## src/design/bsr_pkg.sv

```systemverilog
`timescale 1ns / 1ps
package bsr_pkg;

    localparam int MAX_BLOCK_DEF   = 512;
    localparam int SAMPLE_BITS_DEF = 16;
    localparam int SIGMA_SQ        = 9;

    typedef enum logic
    {
        OP_LOAD,
        OP_READ
    } op_t;

    typedef enum logic [3:0]
    {
        ST_LOAD,
        ST_PRE_MUL,
        ST_PRE_SUB,
        ST_PRE_LIM,
        ST_SCAN,
        ST_DIV,
        ST_DIV_FIX,
        ST_READY,
        ST_FETCH
    } state_t;

    typedef struct packed
    {
        logic vld;
        op_t  op;
        logic last;
    } ctl_t;

endpackage

```

## src/design/bsr_front.sv

```systemverilog
`timescale 1ns / 1ps
module bsr_front import bsr_pkg::*; #(
    parameter int SAMPLE_BITS = SAMPLE_BITS_DEF
) (
    input  logic                   clk,
    input  logic                   rst_n,
    input  logic                   item_valid,
    output logic                   item_stall,
    input  logic                   kind,
    input  logic [SAMPLE_BITS-1:0] sample,
    input  logic                   is_last,
    output ctl_t                   head,
    output logic [SAMPLE_BITS-1:0] head_sample,
    input  logic                   pop
);

    op_t                    op_reg   [2];
    logic                   last_reg [2];
    logic [SAMPLE_BITS-1:0] smp_reg  [2];
    logic                   wr_ptr_reg, wr_ptr_next;
    logic                   rd_ptr_reg, rd_ptr_next;
    logic [1:0]             cnt_reg, cnt_next;
    logic                   push;

    assign item_stall  = (cnt_reg == 2'd2);
    assign push        = item_valid && !item_stall;
    assign head.vld    = (cnt_reg != 2'd0);
    assign head.op     = op_reg[rd_ptr_reg];
    assign head.last   = last_reg[rd_ptr_reg];
    assign head_sample = smp_reg[rd_ptr_reg];

    always_comb
    begin
        wr_ptr_next = push ? ~wr_ptr_reg : wr_ptr_reg;
        rd_ptr_next = pop ? ~rd_ptr_reg : rd_ptr_reg;
        cnt_next    = cnt_reg + 2'(push) - 2'(pop);
    end

    always_ff @(posedge clk or negedge rst_n)
    begin
        if (!rst_n)
        begin
            wr_ptr_reg <= 1'b0;
            rd_ptr_reg <= 1'b0;
            cnt_reg    <= 2'd0;
        end
        else
        begin
            wr_ptr_reg <= wr_ptr_next;
            rd_ptr_reg <= rd_ptr_next;
            cnt_reg    <= cnt_next;
        end
    end

    always_ff @(posedge clk)
    begin
        if (push)
        begin
            op_reg[wr_ptr_reg]   <= kind ? OP_READ : OP_LOAD;
            last_reg[wr_ptr_reg] <= is_last;
            smp_reg[wr_ptr_reg]  <= sample;
        end
    end

    a_cnt_bound: assert property (@(posedge clk) disable iff (!rst_n)
        cnt_reg <= 2'd2)
        else $error("queue count out of range");

endmodule

```

## config.mk

```make
export PLATFORM = sky130hd
export DESIGN_NAME = bsr_front
export DESIGN_NICKNAME = d
export VERILOG_FILES = /design/src/design/bsr_pkg.sv /design/src/design/bsr_front.sv
export SDC_FILE = /design/constraint.sdc
export NUM_CORES = 1
export LEC_CHECK = 0
export BUFFER_PORTS_ARGS = -buffer_cell sky130_fd_sc_hd__buf_2
export CAP_MARGIN = 20
export CORE_UTILIZATION = 43
export CTS_CLUSTER_DIAMETER = 200
export DETAILED_ROUTE_END_ITERATION = 8
export GPL_TIMING_DRIVEN = 0
export PLACE_DENSITY = 0.68
export SKIP_CTS_REPAIR_TIMING = 1
export SYNTH_ARGS = -nofsm -noshare
export SYNTH_HDL_FRONTEND = slang
export SYNTH_SLANG_ARGS = --single-unit
```

## constraint.sdc

```tcl
create_clock -name clk -period 3.8 [get_ports clk]
set_input_delay 0.38 -clock clk [delete_from_list [all_inputs] [get_ports clk]]
set_output_delay 0.38 -clock clk [all_outputs]
set_load 0.01 [all_outputs]
```

# Word-level counts from Yosys, hierarchy flattened
# Memories as Yosys holds them, arrays and structs flattened.
# Index checks and enable logic that the tools add are counted.
# word_totals
ff_bits	4
latch_bits	0
ramBits	36
romBits	0
inputBits	22
output_inout_bits	20
wordCells	17
mem_count	3
# memory_table
name	words	width	rd	rd_clocked_by_memory_dff	wr	line	source
smp_reg	2	16	1	0	1	bsr_front.sv:19	logic [SAMPLE_BITS-1:0] smp_reg [2];
last_reg	2	1	1	0	1	bsr_front.sv:18	logic last_reg [2];
op_reg	2	1	1	0	1	bsr_front.sv:17	op_t op_reg [2];
# classes
n_addsub	2
mul	0
div	0
n_lt_le_gt_ge	0
eq_ne	1
n_shift	0
n_mux	3
bitwise	2
reduce_logical	3
# op_table
operator	n
$mux 1	3
$add 2x1->2	1
$eq 2x2->1 const B	1
$not 1->1	2
$reduce_bool 2->1	1
$sub 2x1->2	1
$logic_and 1x1->1	1
$logic_not 1->1	1

# Depth between registers and ports, before layout
# depth
ltp_word	5
depth_mapped	7

# Least setup slack after synthesis
# OpenSTA, ideal clock, no wires.
# synth_path
kind	reg-to-reg
start	reg cnt_reg[1]
end	mem last_reg[0], enable pin
setup_time_ns	0.392
arrival_ns	1.365
required_ns	3.408
slack_ns	2.043
path_stages_with_launch	4
synth_period_minus_slack_ns	1.757
path_cell_list	dfrtp_1 nand2b_1 nand2_1 nor2_1
# synth_between
elab_chain_len	5
# synth_lines
element	line	source
from (decl)	bsr_front.sv:22	logic [1:0] cnt_reg, cnt_next;
from (signal assigned)	bsr_front.sv:51	cnt_reg <= cnt_next;
$eq 2x2->1	bsr_front.sv:25	assign item_stall = (cnt_reg == 2'd2);
$logic_not 1->1	bsr_front.sv:26	assign push = item_valid && !item_stall;
$logic_and 1x1->1	bsr_front.sv:26	
$mux 1	bsr_front.sv:57	if (push)
$mux 1 (implied by the code)	bsr_front.sv:60	last_reg[wr_ptr_reg] <= is_last;
to (decl)	bsr_front.sv:18	
# Every way passes these cells.

# Final worst setup path
# layout_path
start	reg rd_ptr_reg
end	out head_sample[14]
# layout_between
elab_chain_len	1
# layout_lines
element	line	source
from (decl)	bsr_front.sv:21	logic rd_ptr_reg, rd_ptr_next;
from (signal assigned)	bsr_front.sv:50	rd_ptr_reg <= rd_ptr_next;
$mem_v2 2x16	--	
to (decl)	bsr_front.sv:13	output logic [SAMPLE_BITS-1:0] head_sample,
# Every way passes these cells.

==> flow_summary_export.csv <==
group,metric,value,unit
power,seq_power_share,0.460,
floorplan,chipWidth,61.9,um
sta,hold_viol,0,
power,internal_power,1000,uW
cells_and_area,syn_to_final_growth,22.8,%
critical_path,cp-start-kind,"flip-flop",
power,leakagePower,0.000767,uW
sta,rsz0062_at_grt,"false",
cells_and_area,largest_reg_flops,32,
clocking,cts_tree,"done",
power,peakVddDrop,0.000412,V
critical_path,rr_endpoint,"smp_reg[0][0]$_DFFE_PP_",
route,wl_per_cell,13.1,um
floorplan,num_rows,21,
sta,fmax,544,MHz
route,drc_errors,0,
synthesis,ys.warnings.count,0,
floorplan,io_pins,42,
power,p_sw_frac,0.283,
sta,period_needed,1840,ps
critical_path,cpLargestDelayFamily,"buffers and inverters",
placement,dp_hpwl,1570,um
synthesis,synthArstFlopShare,0.100,
grt,grtUsageMet1,0.123,
route,drt-pass1-iter-count,2,
power,pwr_density_cell,736,nW/um^2
synthesis,yosys.cell_types.count,15,
clocking,cts_root_buf,"clkbuf_4",
route,drt-total-wl,2220,um
hold_path,whs_path_depth,1,
power,combinationalPowerShare,0.349,
synthesis,ys_ff_latch,40,
clocking,cts_buffers,5,
flow_run,max-cap-violations,0,
synthesis,syn_area,1540,um^2
cells_and_area,drive_gt1_frac,0.569,
power,switching_power,394,uW
critical_path,ff2ff_setup_slack,2100,ps
sta,slew_viol_final,0,
critical_path,reg2reg_depth,3,
critical_path,crit_arrival,1460,ps
clocking,clockBufferDepth,2,
placement,place_area,1810,um^2
route,drt-vias-per-instance,4.59,
grt,grt_pass1_vias,762,
critical_path,cp-end-kind,"output pin",
floorplan,die_h,61.9,um
synthesis,synthTopCellsByCount,"edfxtp_1, mux2_2, mux2_4",
synthesis,avgSynthCellArea,21.1,um^2
clocking,numClockSinks,40,
sta,fin_crit_sh,0.484,
hold_path,min_from,"sample[1]",
synthesis,yosysTopAreaCell,"edfxtp_1",
sta,fin_worst_skew,12.3,ps
floorplan,start_util,0.455,
placement,gp_congestion,0.617,
floorplan,die_area,3830,um^2
grt,met2_usage,0.232,
grt,grt_max_degree,19,
power,finalPower,1390,uW
critical_path,critPathSlowestCell,"dfrtp_1",
synthesis,ys.flop_type,"edfxtp_1",
synthesis,synth-edff-count,36,
critical_path,cpPeakStageDelay,390,ps
synthesis,synthTopCellsByArea,"edfxtp_1, mux2_4, mux2_2, dfrtp_1, xnor2_1",
critical_path,required,3420,ps
hold_path,hold_path_end,"smp_reg[1][1]$_DFFE_PP_",
status,status,"completed",
cells_and_area,diodes,0,
grt,grt_busiest_layer,"met2",
critical_path,timing.rr.start,"cnt_reg[1]$_DFF_PN0_",
critical_path,path_class,"reg -> out",
synthesis,yosysMostFrequentCell,"edfxtp_1",
synthesis,syn_inst,73,
clocking,clk_pin_slew_worst_paths,120,ps
route,drt_iter0_markers,30,
sta,tightest_slew,887,ps
cells_and_area,finish.net_count,146,
clocking,clk_latency,350,ps
grt,grt-ovfl-total,0,
critical_path,crit_path_max_fanout,10,
cells_and_area,stdcell_area,1890,um^2
synthesis,synth_seq_area_share,0.766,
floorplan,core,3390,um^2
power,p_clk_frac,0.191,
grt,antenna_found_initial,0,
route,postRouteAntennaNets,0,
synthesis,synth_top_area_share,0.701,
placement,io_buffers,41,
grt,grt_util_met3,0.0393,
critical_path,crit_chain,"buf_6, buf_12, mux2_4, buf_2",
critical_path,cp_num_buf_inv,3,
clocking,htree_num_levels,2,
grt,grt.total_usage,0.130,
synthesis,syn_nets,97,
sta,setup_tns,0,ps
route,vias,775,
grt,grt_pass1_wl,3230,um
sta,setup_viol,0,
cells_and_area,final_util,0.559,
sta,slew_headroom,0.408,
hold_path,hp-class,"in -> reg",
-- power groups by stage --
stage / combinational (uW) / sequential, uW / clock (uW)
6_report: 486 / 641 / 267
5_1_grt: 536 / 650 / 291
4_1_cts: 498 / 644 / 274
3_5_place_dp: 496 / 654 / 0
3_3_place_gp: 486 / 646 / 0
2_1_floorplan: 352 / 641 / 0
-- worst max path at each step --
stage,from,end,slack (ps),depth (start not counted)
6_report,rd_ptr_reg$_DFFE_PN0P_,head_sample[14],1960,4
5_1_grt,cnt_reg[1]$_DFF_PN0_,smp_reg[0][0]$_DFFE_PP_,1910,3
4_1_cts,rd_ptr_reg$_DFFE_PN0P_,head_sample[14],1940,4
3_5_place_dp,cnt_reg[1]$_DFF_PN0_,smp_reg[0][7]$_DFFE_PP_,2060,3
3_3_place_gp,cnt_reg[1]$_DFF_PN0_,smp_reg[0][7]$_DFFE_PP_,1620,3
2_1_floorplan,cnt_reg[1]$_DFF_PN0_,last_reg[0]$_DFFE_PP_,2040,3
-- through the flow --
stage / cells / hold WS, ps / setup slack (ps)
5_1_grt: 169 / 198 / 1910
3_3_place_gp: 160 / 187 / 1620
2_1_floorplan: 73 / 84.4 / 2040
4_1_cts: 168 / -188 / 1940
3_5_place_dp: 160 / 191 / 2060
6_report: 169 / 213 / 1960
-- layout make-up --
class,instances,area [um^2]
tap,46,57.6
buffer,2,31.3
multi-input combinational,29,325
inverter,2,7.51
timing repair buffer,42,215
clock inverter,2,35.0
sequential,40,1180
fill,271,1500
clock buffer,6,41.3
-- layer usage --
layer	vias up	wire length [um]
li1	374	-
met1	370	828
met2	23	1220
met3	8	101
met4	0	65
met5	-	0
-- cell usage in the layout (no fill, tap or decap), drive strengths merged --
master / n
or2: 1
mux2: 18
dlygate4sd3: 1
bufinv: 1
nand2b: 1
and3: 1
ha: 2
edfxtp: 36
buf: 43
clkinv: 1
xnor2: 3
inv: 2
clkbuf: 6
nor2: 1
nand2: 1
xor2: 1
dfrtp: 4
-- cell families (layout without fill, tap and decap cells) --
group | Yosys count | count (layout) | synth area share
xor gates and xnor gates | 4 | 4 | 0.0227
adders and majority gates | 2 | 2 | 0.0162
buffers and inverters | 4 | 54 | 0.0251
DFF | 40 | 40 | 0.766
muxes | 18 | 18 | 0.153
and+or+nand+nor | 5 | 5 | 0.0170
-- worst register-to-register path: stages, from the launching register on --
cell	delay [ps]
dfrtp_1	420
nand2b_1	110
nand2_1	120
nor2_2	690
Power figures use the tool's default switching activity.
